--- src/rcdm_pkg.sv ---
// rcdm_pkg: shared types and constants for the RC differential-drive mixer.
// Holds the controller state type, the command/status structs and pulse thresholds.
// No dependencies.
`default_nettype none

package rcdm_pkg;

	localparam int unsigned MODE_ARCADE_MAX  = 1600;
	localparam int unsigned THR_FWD_LO       = 1425;
	localparam int unsigned PULSE_BAND_LO    = 1475;
	localparam int unsigned PULSE_BAND_HI    = 1525;
	localparam int unsigned PULSE_CENTRE     = 1500;
	localparam int unsigned LIMIT_ZERO       = 1000;
	localparam int unsigned HALF_SPAN        = 500;
	localparam int unsigned ARCADE_DEN       = 500000;
	localparam int unsigned TANK_DEADBAND    = 20;
	localparam int unsigned DEN_W            = 19;
	localparam int unsigned OUT_W            = 24;
	// odd factor and power-of-two shift of each divisor
	localparam int unsigned ARCADE_DEN_ODD   = 15625;
	localparam int unsigned ARCADE_DEN_SHIFT = 5;
	localparam int unsigned HALF_SPAN_ODD    = 125;
	localparam int unsigned HALF_SPAN_SHIFT  = 2;

	typedef enum logic [1:0] {
		DIR_FWD  = 2'd0,
		DIR_REV  = 2'd1,
		DIR_NONE = 2'd2
	} dir_t;

	typedef enum logic [2:0] {
		ST_IDLE,
		ST_MUL1,
		ST_MUL2,
		ST_DIV_INIT,
		ST_DIV_STEP,
		ST_SAVE,
		ST_COMMIT
	} ctl_state_t;

	typedef struct packed {
		logic capture;
		logic op_sel;
		logic mul1;
		logic mul2;
		logic div_init;
		logic div_step;
		logic save0;
		logic save1;
		logic commit;
	} dp_cmd_t;

	typedef struct packed {
		logic emit;
	} dp_sts_t;

endpackage

`default_nettype wire

--- src/rcdm_dp.sv ---
// rcdm_dp: mixer datapath - input capture, two-step multiplier, reciprocal divide by
// constant, mixing decision, last-command state and result register. Depends on rcdm_pkg.
`default_nettype none

module rcdm_dp
	import rcdm_pkg::*;
#(
	parameter int PULSE_BITS = 12,
	parameter int SPEED_MAX  = 255,
	parameter int IN_W       = 64
) (
	input  wire logic            clk,
	input  wire logic            arst_n,
	input  wire dp_cmd_t         cmd,
	output dp_sts_t              sts,
	input  wire logic [IN_W-1:0] in_data,
	output logic [OUT_W-1:0]     out_data
);

	localparam int SPD_W = $clog2(SPEED_MAX + 1);
	localparam int A_W   = (PULSE_BITS > SPD_W) ? PULSE_BITS : SPD_W;
	localparam int B_W   = PULSE_BITS + 1;
	localparam int M1_W  = A_W + 1 + B_W;
	localparam int M2_W  = M1_W + SPD_W + 1;
	localparam int REM_W = SPD_W + DEN_W;
	localparam int NUM_W = REM_W - ARCADE_DEN_SHIFT;
	localparam int RCP_W = NUM_W + 1;
	localparam int PRD_W = NUM_W + RCP_W;
	localparam int SH_ARC  = NUM_W + $clog2(ARCADE_DEN_ODD);
	localparam int SH_TANK = SPD_W + $clog2(HALF_SPAN) - HALF_SPAN_SHIFT +
		$clog2(HALF_SPAN_ODD);
	localparam logic [M2_W-1:0] LIM_ARC  = M2_W'(64'(SPEED_MAX + 1) * 64'(ARCADE_DEN));
	localparam logic [M2_W-1:0] LIM_TANK = M2_W'(64'(SPEED_MAX + 1) * 64'(HALF_SPAN));
	localparam logic [SPD_W-1:0] SPD_FULL = SPD_W'(SPEED_MAX);
	localparam logic [RCP_W-1:0] RCP_ARC = RCP_W'(((64'd1 << SH_ARC) +
		64'(ARCADE_DEN_ODD) - 64'd1) / 64'(ARCADE_DEN_ODD));
	localparam logic [RCP_W-1:0] RCP_TANK = RCP_W'(((64'd1 << SH_TANK) +
		64'(HALF_SPAN_ODD) - 64'd1) / 64'(HALF_SPAN_ODD));

	function automatic logic [PULSE_BITS-1:0] centre_dist(input logic [PULSE_BITS-1:0] v);
		if (v >= PULSE_BITS'(PULSE_CENTRE))
			return v - PULSE_BITS'(PULSE_CENTRE);
		return PULSE_BITS'(PULSE_CENTRE) - v;
	endfunction

	logic [PULSE_BITS-1:0]   thr_q, steer_q, rv_q, lim_q;
	logic                    arcade_q;
	logic signed [M1_W-1:0]  m1_q;
	logic signed [M2_W-1:0]  m2_q;
	logic [NUM_W-1:0]        num_q;
	logic [PRD_W-1:0]        prod_q;
	logic [SPD_W-1:0]        res0_q, res1_q;
	logic                    sat_q;
	dir_t                    last_a_dir_q, last_b_dir_q;
	logic [SPD_W-1:0]        last_a_spd_q, last_b_spd_q;
	logic [OUT_W-1:0]        out_q;

	logic                    fwd, rev, left, right;
	logic [PULSE_BITS-1:0]   req, turn, rtr;
	logic signed [B_W-1:0]   lim_ofs, turn_room;
	logic [A_W-1:0]          opa;
	logic signed [B_W-1:0]   opb;
	logic [SPD_W-1:0]        opc;
	logic                    arc_den;
	logic [SPD_W-1:0]        quo;
	dir_t                    a_dir, b_dir;
	logic [SPD_W-1:0]        a_spd, b_spd;
	logic                    go;

	assign fwd       = thr_q < PULSE_BITS'(THR_FWD_LO);
	assign rev       = thr_q > PULSE_BITS'(PULSE_BAND_HI);
	assign left      = steer_q < PULSE_BITS'(PULSE_BAND_LO);
	assign right     = steer_q > PULSE_BITS'(PULSE_BAND_HI);
	assign req       = centre_dist(thr_q);
	assign turn      = centre_dist(steer_q);
	assign rtr       = centre_dist(rv_q);
	assign lim_ofs   = $signed({1'b0, lim_q}) - $signed(B_W'(LIMIT_ZERO));
	assign turn_room = $signed(B_W'(HALF_SPAN)) - $signed({1'b0, turn});

	always_comb begin
		opa     = A_W'(req);
		opb     = lim_ofs;
		opc     = SPD_FULL;
		arc_den = 1'b1;
		if (arcade_q) begin
			if (cmd.op_sel && !(fwd || rev)) begin
				opa = A_W'(turn);
			end else if (cmd.op_sel) begin
				opa     = A_W'(res0_q);
				opb     = turn_room;
				opc     = SPD_W'(1);
				arc_den = 1'b0;
			end
		end else begin
			opa     = A_W'(cmd.op_sel ? rtr : req);
			opb     = B_W'(1);
			arc_den = 1'b0;
		end
	end

	assign quo = sat_q ? SPD_FULL :
		(arc_den ? prod_q[SH_ARC +: SPD_W] : prod_q[SH_TANK +: SPD_W]);

	always_ff @(posedge clk) begin
		if (cmd.capture) begin
			thr_q    <= in_data[PULSE_BITS +: PULSE_BITS];
			steer_q  <= in_data[2*PULSE_BITS +: PULSE_BITS];
			rv_q     <= in_data[3*PULSE_BITS +: PULSE_BITS];
			lim_q    <= in_data[4*PULSE_BITS +: PULSE_BITS];
			arcade_q <= in_data[0 +: PULSE_BITS] <= PULSE_BITS'(MODE_ARCADE_MAX);
		end
		if (cmd.mul1)
			m1_q <= $signed({1'b0, opa}) * opb;
		if (cmd.mul2)
			m2_q <= m1_q * $signed({1'b0, opc});
		if (cmd.div_init) begin
			if (m2_q[M2_W-1]) begin
				sat_q <= 1'b0;
				num_q <= '0;
			end else if ($unsigned(m2_q) >= (arc_den ? LIM_ARC : LIM_TANK)) begin
				sat_q <= 1'b1;
				num_q <= '0;
			end else begin
				sat_q <= 1'b0;
				num_q <= arc_den ? NUM_W'(m2_q[REM_W-1:0] >> ARCADE_DEN_SHIFT)
				                 : NUM_W'(m2_q[REM_W-1:0] >> HALF_SPAN_SHIFT);
			end
		end else if (cmd.div_step) begin
			prod_q <= PRD_W'(num_q) * PRD_W'(arc_den ? RCP_ARC : RCP_TANK);
		end
		if (cmd.save0)
			res0_q <= quo;
		if (cmd.save1)
			res1_q <= quo;
		if (cmd.commit && sts.emit)
			out_q <= OUT_W'({go, 8'(b_spd), b_dir, 8'(a_spd), a_dir});
	end

	always_comb begin
		a_dir = DIR_NONE;
		b_dir = DIR_NONE;
		a_spd = '0;
		b_spd = '0;
		go    = 1'b0;
		if (arcade_q) begin
			if (fwd || rev || left || right) begin
				go = 1'b1;
				if (!(fwd || rev)) begin
					a_spd = res1_q;
					b_spd = res1_q;
					a_dir = left ? DIR_FWD : DIR_REV;
					b_dir = left ? DIR_REV : DIR_FWD;
				end else begin
					a_dir = fwd ? DIR_FWD : DIR_REV;
					b_dir = a_dir;
					a_spd = right ? res1_q : res0_q;
					b_spd = (left && !right) ? res1_q : res0_q;
				end
			end
		end else begin
			if (32'(res0_q) > TANK_DEADBAND) begin
				go    = 1'b1;
				b_spd = res0_q;
				if (thr_q < PULSE_BITS'(PULSE_BAND_LO))
					b_dir = DIR_FWD;
				else if (thr_q > PULSE_BITS'(PULSE_BAND_HI))
					b_dir = DIR_REV;
			end
			if (32'(res1_q) > TANK_DEADBAND) begin
				go    = 1'b1;
				a_spd = res1_q;
				if (rv_q < PULSE_BITS'(PULSE_BAND_LO))
					a_dir = DIR_FWD;
				else if (rv_q > PULSE_BITS'(PULSE_BAND_HI))
					a_dir = DIR_REV;
			end
		end
	end

	assign sts.emit = (a_dir != last_a_dir_q) || (a_spd != last_a_spd_q) ||
		(b_dir != last_b_dir_q) || (b_spd != last_b_spd_q);

	always_ff @(posedge clk or negedge arst_n) begin
		if (!arst_n) begin
			last_a_dir_q <= DIR_NONE;
			last_b_dir_q <= DIR_NONE;
			last_a_spd_q <= '0;
			last_b_spd_q <= '0;
		end else if (cmd.commit && sts.emit) begin
			last_a_dir_q <= a_dir;
			last_b_dir_q <= b_dir;
			last_a_spd_q <= a_spd;
			last_b_spd_q <= b_spd;
		end
	end

	assign out_data = out_q;

endmodule

`default_nettype wire

--- src/rcdm_ctrl.sv ---
// rcdm_ctrl: sequencer for the mixer - input handshake, two multiply/divide passes
// per word, commit and result valid. Depends on rcdm_pkg.
`default_nettype none

module rcdm_ctrl
	import rcdm_pkg::*;
#(
	parameter int DIV_STEPS = 8
) (
	input  wire logic clk,
	input  wire logic arst_n,
	input  wire logic s_tvalid,
	output logic      s_tready,
	input  wire logic radio_en,
	output logic      m_tvalid,
	input  wire logic m_tready,
	output dp_cmd_t   cmd,
	input  wire dp_sts_t sts
);

	localparam int CNT_W = (DIV_STEPS > 1) ? $clog2(DIV_STEPS) : 1;

	ctl_state_t       state_q, state_d;
	logic             op_q, op_d;
	logic [CNT_W-1:0] cnt_q, cnt_d;
	logic             vld_q, vld_d;

	always_ff @(posedge clk or negedge arst_n) begin
		if (!arst_n) begin
			state_q <= ST_IDLE;
			op_q    <= 1'b0;
			cnt_q   <= '0;
			vld_q   <= 1'b0;
		end else begin
			state_q <= state_d;
			op_q    <= op_d;
			cnt_q   <= cnt_d;
			vld_q   <= vld_d;
		end
	end

	always_comb begin
		cmd        = '0;
		cmd.op_sel = op_q;
		state_d    = state_q;
		op_d       = op_q;
		cnt_d      = cnt_q;
		vld_d      = vld_q && !m_tready;
		s_tready   = 1'b0;
		unique case (state_q)
			ST_IDLE: begin
				s_tready = 1'b1;
				if (s_tvalid && radio_en) begin
					cmd.capture = 1'b1;
					op_d        = 1'b0;
					state_d     = ST_MUL1;
				end
			end
			ST_MUL1: begin
				cmd.mul1 = 1'b1;
				state_d  = ST_MUL2;
			end
			ST_MUL2: begin
				cmd.mul2 = 1'b1;
				state_d  = ST_DIV_INIT;
			end
			ST_DIV_INIT: begin
				cmd.div_init = 1'b1;
				cnt_d        = CNT_W'(DIV_STEPS - 1);
				state_d      = ST_DIV_STEP;
			end
			ST_DIV_STEP: begin
				cmd.div_step = 1'b1;
				cnt_d        = cnt_q - 1'b1;
				if (cnt_q == '0)
					state_d = ST_SAVE;
			end
			ST_SAVE: begin
				cmd.save0 = !op_q;
				cmd.save1 = op_q;
				op_d      = 1'b1;
				state_d   = op_q ? ST_COMMIT : ST_MUL1;
			end
			ST_COMMIT: begin
				if (!(sts.emit && vld_q && !m_tready)) begin
					cmd.commit = 1'b1;
					vld_d      = sts.emit || (vld_q && !m_tready);
					state_d    = ST_IDLE;
				end
			end
			default: state_d = ST_IDLE;
		endcase
	end

	assign m_tvalid = vld_q;

endmodule

`default_nettype wire

--- src/rc_differential_drive_mixer_top.sv ---
// rc_differential_drive_mixer_top: RC differential-drive mixer, arcade and tank style.
// Ties the radio enable register to rcdm_ctrl and rcdm_dp. Depends on rcdm_pkg.
//
// Input channel s_*: one word per receiver tick holding five pulse widths in
// microseconds. A word is taken whenever the block is idle; with the radio
// enable cleared it is taken and dropped at once.
// Output channel m_*: one motor command word, sent only when a direction or a
// speed differs from the last command sent; ticks that change nothing give no word.
// Each word runs two passes: a 2-stage multiplier, a saturation check
// and a divide by a constant done as one reciprocal multiply. A word occupies the
// block until it is committed, so a new word is taken only once the block is idle
// again; its command shows on m_tvalid the cycle after commit.
// The result sits in an output register, so the next word is taken while it
// waits; if a new command is ready while the previous one is still stalled,
// the block holds in commit until the receiver takes the old word.
// Reset clears the last command to no direction and zero speed, sets the radio
// enable and drops any pending word. cfg_we writes the radio enable from cfg_wdata;
// the user must write it only while the block is idle; this is not enforced.
`default_nettype none

module rc_differential_drive_mixer_top
	import rcdm_pkg::*;
#(
	parameter int PULSE_BITS = 12,
	parameter int SPEED_MAX  = 255
) (
	input  wire logic                                  clk,
	input  wire logic                                  arst_n,
	input  wire logic                                  s_tvalid,
	output logic                                       s_tready,
	// mode, left vertical, right horizontal, right vertical, speed limit pulses
	input  wire logic [((5*PULSE_BITS+7)/8)*8-1:0]     s_tdata,
	output logic                                       m_tvalid,
	input  wire logic                                  m_tready,
	// motor A direction, motor A speed, motor B direction, motor B speed, drive enable
	output logic [OUT_W-1:0]                           m_tdata,
	input  wire logic                                  cfg_we,
	input  wire logic                                  cfg_wdata
);

	localparam int IN_W  = ((5*PULSE_BITS+7)/8)*8;

	logic    radio_en_q;
	dp_cmd_t cmd;
	dp_sts_t sts;

	always_ff @(posedge clk or negedge arst_n) begin
		if (!arst_n)
			radio_en_q <= 1'b1;
		else if (cfg_we)
			radio_en_q <= cfg_wdata;
	end

	rcdm_ctrl #(
		.DIV_STEPS(1)
	) u_ctrl (
		.clk     (clk),
		.arst_n  (arst_n),
		.s_tvalid(s_tvalid),
		.s_tready(s_tready),
		.radio_en(radio_en_q),
		.m_tvalid(m_tvalid),
		.m_tready(m_tready),
		.cmd     (cmd),
		.sts     (sts)
	);

	rcdm_dp #(
		.PULSE_BITS(PULSE_BITS),
		.SPEED_MAX (SPEED_MAX),
		.IN_W      (IN_W)
	) u_dp (
		.clk     (clk),
		.arst_n  (arst_n),
		.cmd     (cmd),
		.sts     (sts),
		.in_data (s_tdata),
		.out_data(m_tdata)
	);

	a_drop_when_disabled: assert property (@(posedge clk) disable iff (!arst_n)
		(s_tvalid && s_tready && !radio_en_q) |=> s_tready)
		else $error("word taken with radio disabled left the block busy");

	a_stop_word: assert property (@(posedge clk) disable iff (!arst_n)
		(m_tvalid && !m_tdata[20]) |->
		(m_tdata[1:0] == DIR_NONE && m_tdata[9:2] == 8'd0 &&
		 m_tdata[11:10] == DIR_NONE && m_tdata[19:12] == 8'd0))
		else $error("stop command carries a direction or speed");

	a_dir_code: assert property (@(posedge clk) disable iff (!arst_n)
		m_tvalid |-> (m_tdata[1:0] != 2'd3 && m_tdata[11:10] != 2'd3))
		else $error("invalid direction code on result");

	a_commit_slot: assert property (@(posedge clk) disable iff (!arst_n)
		(cmd.commit && sts.emit) |-> (!m_tvalid || m_tready))
		else $error("result register overwritten while stalled");

endmodule

`default_nettype wire

--- config.mk ---
export PLATFORM = sky130hd
export DESIGN_NAME = rc_differential_drive_mixer_top
export DESIGN_NICKNAME = d
export VERILOG_FILES = /design/src/rcdm_pkg.sv /design/src/rcdm_dp.sv /design/src/rcdm_ctrl.sv /design/src/rc_differential_drive_mixer_top.sv
export SDC_FILE = /design/constraint.sdc
export NUM_CORES = 2
export LEC_CHECK = 0
export BUFFER_PORTS_ARGS = -buffer_cell sky130_fd_sc_hd__buf_2
export CAP_MARGIN = 25
export CORE_MARGIN = 2
export CORE_UTILIZATION = 60
export CTS_BUF_LIST = sky130_fd_sc_hd__clkbuf_4
export DETAILED_ROUTE_END_ITERATION = 10
export PLACE_DENSITY_LB_ADDON = 0.25
export SETUP_SLACK_MARGIN = 0.5
export SLEW_MARGIN = 10
export SYNTH_ARGS = -nofsm -noshare
export SYNTH_HDL_FRONTEND = slang
export SYNTH_SLANG_ARGS = --single-unit
--- constraint.sdc ---
create_clock -name clk -period 20.3 [get_ports clk]
set_clock_uncertainty 0.2 [all_clocks]
set_input_delay 2.03 -clock clk [delete_from_list [all_inputs] [get_ports clk]]
set_output_delay 2.03 -clock clk [all_outputs]
set_load 0.05 [all_outputs]
==> metrics <==
run status=completed; maximum number of pins on one net before global-route repair=between 50 and 60; buffers added on ports=88; Min Clock Period, post-route=roughly 11000 ps; end-of-flow core utilization=about 65%; Fillers=around 4000; area grow syn2layout=6.116%; RSZ-0062 raised after global routing=no; ports placed on the boundary=96; maximum clock frequency=just over 0.09 GHz; source of the worst hold timing path=u_dp.last_a_dir_q[0]; number of H-tree branching levels=2; wire length after detailed routing=68790 microns; Post-Synthesis Mean Instance Area=~10 sq um; sequential area share after synthesis=20.03%; vertical extent of the die=232.3 microns; count of final max-slew check failures=0; vias in the first global route=23380; Routed Antenna Nets=0; maximum clock path buffer count=3; number of enable-type register cells in the synthesized netlist=roughly 190; final period utilization=between 50% and 60%; normalized max-slew margin=between 30% and 40%; DR WL met2=between 30000 and 40000 microns; fraction of layout instances using a drive strength above 1=approximately 8.1%; synthesized flop and latch total=around 210; horizontal extent of the die=roughly 230 microns; DRC viols=0; actual transition at the worst max-transition pin=just over 1000 ps; CTS Root Cell=sky130_fd_sc_hd__clkbuf_4; CP max FO=57; Pre-antenna DRT Iters=6; source of the worst register-to-register timing path=u_dp.thr_q[0]; drt initial violations=approximately 1300; final net count=roughly 4100; post-synth cell types=86; Worst path max stage delay=570 ps; synthesized instance count=between 3000 and 4000; overall track demand over capacity in global routing=about 27%; Setup Total Neg Slack=0 ps; r2r worst-path depth=34; Async S/R FF share, synth=between 10% and 20%; Syn. warnings=0; TritonCTS Sinks=213; cell area after synthesis=between 30000 and 40000 sq um; CTS tree=yes; Min-Delay Path Depth=1; area of the core=~51000 sq um; final setup fails=0; Worst path slowest cell=sky130_fd_sc_hd__nor2_1; data required time of the worst path=between 20000 and 25000 ps; M1 WL=~30000 microns; reg-to-reg endpoint=u_dp.prod_q[42]; end of the worst hold path=u_dp.last_a_dir_q[0]; CP Launch Type=register; register-to-register path setup slack=9390 ps; Initial Util=roughly 61%; startpoint-to-endpoint class of the critical path=reg2reg; Post-DP HPWL=slightly below 60000 microns; gpl congestion=about 0.93; first-pass GRT wire length=~120000 microns; met3 routed WL=between 4000 and 5000 microns; # hold bufs at CTS=0; Top FF cell, synth=sky130_fd_sc_hd__edfxtp_1; clock latency reported for the late side of the worst-skew pair=between 800 and 900 ps; max-cap violation count=0; path category of the worst min-delay check=reg2reg; final count of hold timing violations=0; total CTS buffers=56; CTS-repair resized insts=0; arrival time at the worst endpoint=~11000 ps; clk slew on worst S/H paths=60 ps; overall overflow remaining after global route=0; overall die area=about 54000 sq um; number of buffers added for setup after CTS=0; initial antenna violation count=2; top layer reached by signal wires=met5; type of destination of the critical path=register; total via count after detailed routing=21610; number of placement rows=slightly above 80; wire length per cell=around 18 microns; via density per instance=roughly 5.6
[worst max-delay path by stage]
stage,cells after the start,startpoint,end,slack (ps)
after floorplan,32,u_dp.thr_q[3],u_dp.prod_q[42],11290
after global placement,34,u_dp.thr_q[0],u_dp.prod_q[42],9520
after detailed placement,34,u_dp.thr_q[0],u_dp.prod_q[42],9310
after CTS,34,u_dp.thr_q[0],u_dp.prod_q[42],9310
after global routing,34,u_dp.thr_q[0],u_dp.prod_q[41],8700
final,34,u_dp.thr_q[0],u_dp.prod_q[42],9390
[metal layers]
layer / vias to the layer above / track usage, %
li1: 10100 / -
met1: 10860 / 37.57
met2: 535 / 45.44
met3: 121 / 4.654
met4: 2 / 7.372
met5: - / 0
[layout make-up]
cell class                      count  area, sq um  area share [%]
Inverter                          656         2462           7.418
Clock inverter                     26        180.2          0.5428
Multi-Input combinational cell   2119        22220           66.95
Clock buffer                       73        548.0           1.651
Tap cell                          680        850.8           2.563
Antenna cell                        1        2.502        0.007538
Timing Repair Buffer              114        663.1           1.998
Sequential cell                   213         6265           18.87
[synthesized netlist by cell type, types with 12 or more instances]
library cell	instances	area [sq um]
sky130_fd_sc_hd__inv_1	653	2451
sky130_fd_sc_hd__fa_1	487	9749
sky130_fd_sc_hd__ha_1	416	5205
sky130_fd_sc_hd__nand2_1	273	1025
sky130_fd_sc_hd__edfxtp_1	186	5585
sky130_fd_sc_hd__nor2_1	133	499.2
sky130_fd_sc_hd__a21oi_1	132	660.6
sky130_fd_sc_hd__xnor2_1	84	735.7
sky130_fd_sc_hd__o21ai_0	70	350.3
sky130_fd_sc_hd__clkbuf_1	67	251.5
sky130_fd_sc_hd__xor2_1	46	402.9
sky130_fd_sc_hd__and2_1	42	262.8
sky130_fd_sc_hd__a21o_1	35	262.8
sky130_fd_sc_hd__nand3_1	29	145.1
sky130_fd_sc_hd__nor3_1	27	135.1
sky130_fd_sc_hd__nor2b_1	25	156.4
sky130_fd_sc_hd__and3_1	24	150.1
sky130_fd_sc_hd__dfrtp_1	24	600.6
sky130_fd_sc_hd__o21a_1	20	150.1
sky130_fd_sc_hd__mux2_4	19	285.3
sky130_fd_sc_hd__o211ai_1	18	135.1
sky130_fd_sc_hd__a31oi_1	17	106.4
sky130_fd_sc_hd__a211oi_1	15	112.6
sky130_fd_sc_hd__nand2b_1	15	93.84
sky130_fd_sc_hd__mux2i_1	12	120.1
sky130_fd_sc_hd__nand3b_1	12	90.09
sky130_fd_sc_hd__o21bai_1	12	90.09
sky130_fd_sc_hd__or2_2	12	75.07
[state kept, by name (all words and copies together) (netlist names), 12 cells and up]
| register | flops |
|---|---|
| u_dp.out_data | 21 |
| u_dp.lim_q | 12 |
| u_dp.m2_q | 35 |
| u_dp.thr_q | 12 |
| u_dp.rv_q | 12 |
| u_dp.num_q | 22 |
| u_dp.prod_q | 16 |
| u_dp.steer_q | 12 |
| u_dp.m1_q | 26 |
[placed cells by master (no fill, tap or decap), drive strengths merged, types with 43 or more instances in the layout]
master / n
ha: 416
xor2: 46
inv: 656
nand2: 274
clkbuf: 73
edfxtp: 186
fa: 487
xnor2: 84
buf: 114
and2: 43
nor2: 133
o21ai: 74
a21oi: 133
[logic make-up (layout without fill, tap and decap cells)]
logic type | after synthesis | after routing | synth area share (%)
AOI/OAI and AO/OA | 407 | 407 | 8.555
DFF | 213 | 213 | 20.03
buffers and inverters | 742 | 869 | 9.095
other | 2 | 11 | 0.02401
adders and majority gates | 903 | 903 | 47.80
and+or+nand+nor | 635 | 635 | 9.451
muxes | 34 | 34 | 1.404
xor gates and xnor gates | 130 | 130 | 3.640
[critical path, delay by kind of cell (launching register included)]
kind | cells | cell delay (ps)
compound gates | 10 | 2820
xor+xnor | 1 | 150
fa+ha+maj | 9 | 4010
buf+inv | 8 | 1250
flops | 1 | 550
simple gates | 6 | 1620
[per-stage QoR]
stage | worst slack (ps) | instance area [sq um] | hold slack [ps] | std cells
4_1_cts | 9314 | 33160 | 324.9 | 3878
3_5_place_dp | 9306 | 32430 | 313.0 | 3779
2_1_floorplan | 11290 | 31310 | 217.4 | 3074
6_report | 9386 | 33200 | 335.8 | 3882
3_3_place_gp | 9523 | 32400 | 312.6 | 3777
5_1_grt | 8700 | 33200 | 337.1 | 3882
Power is not shown: default switching activity piles up to over one toggle a cycle in this logic, so the estimate is an artifact.
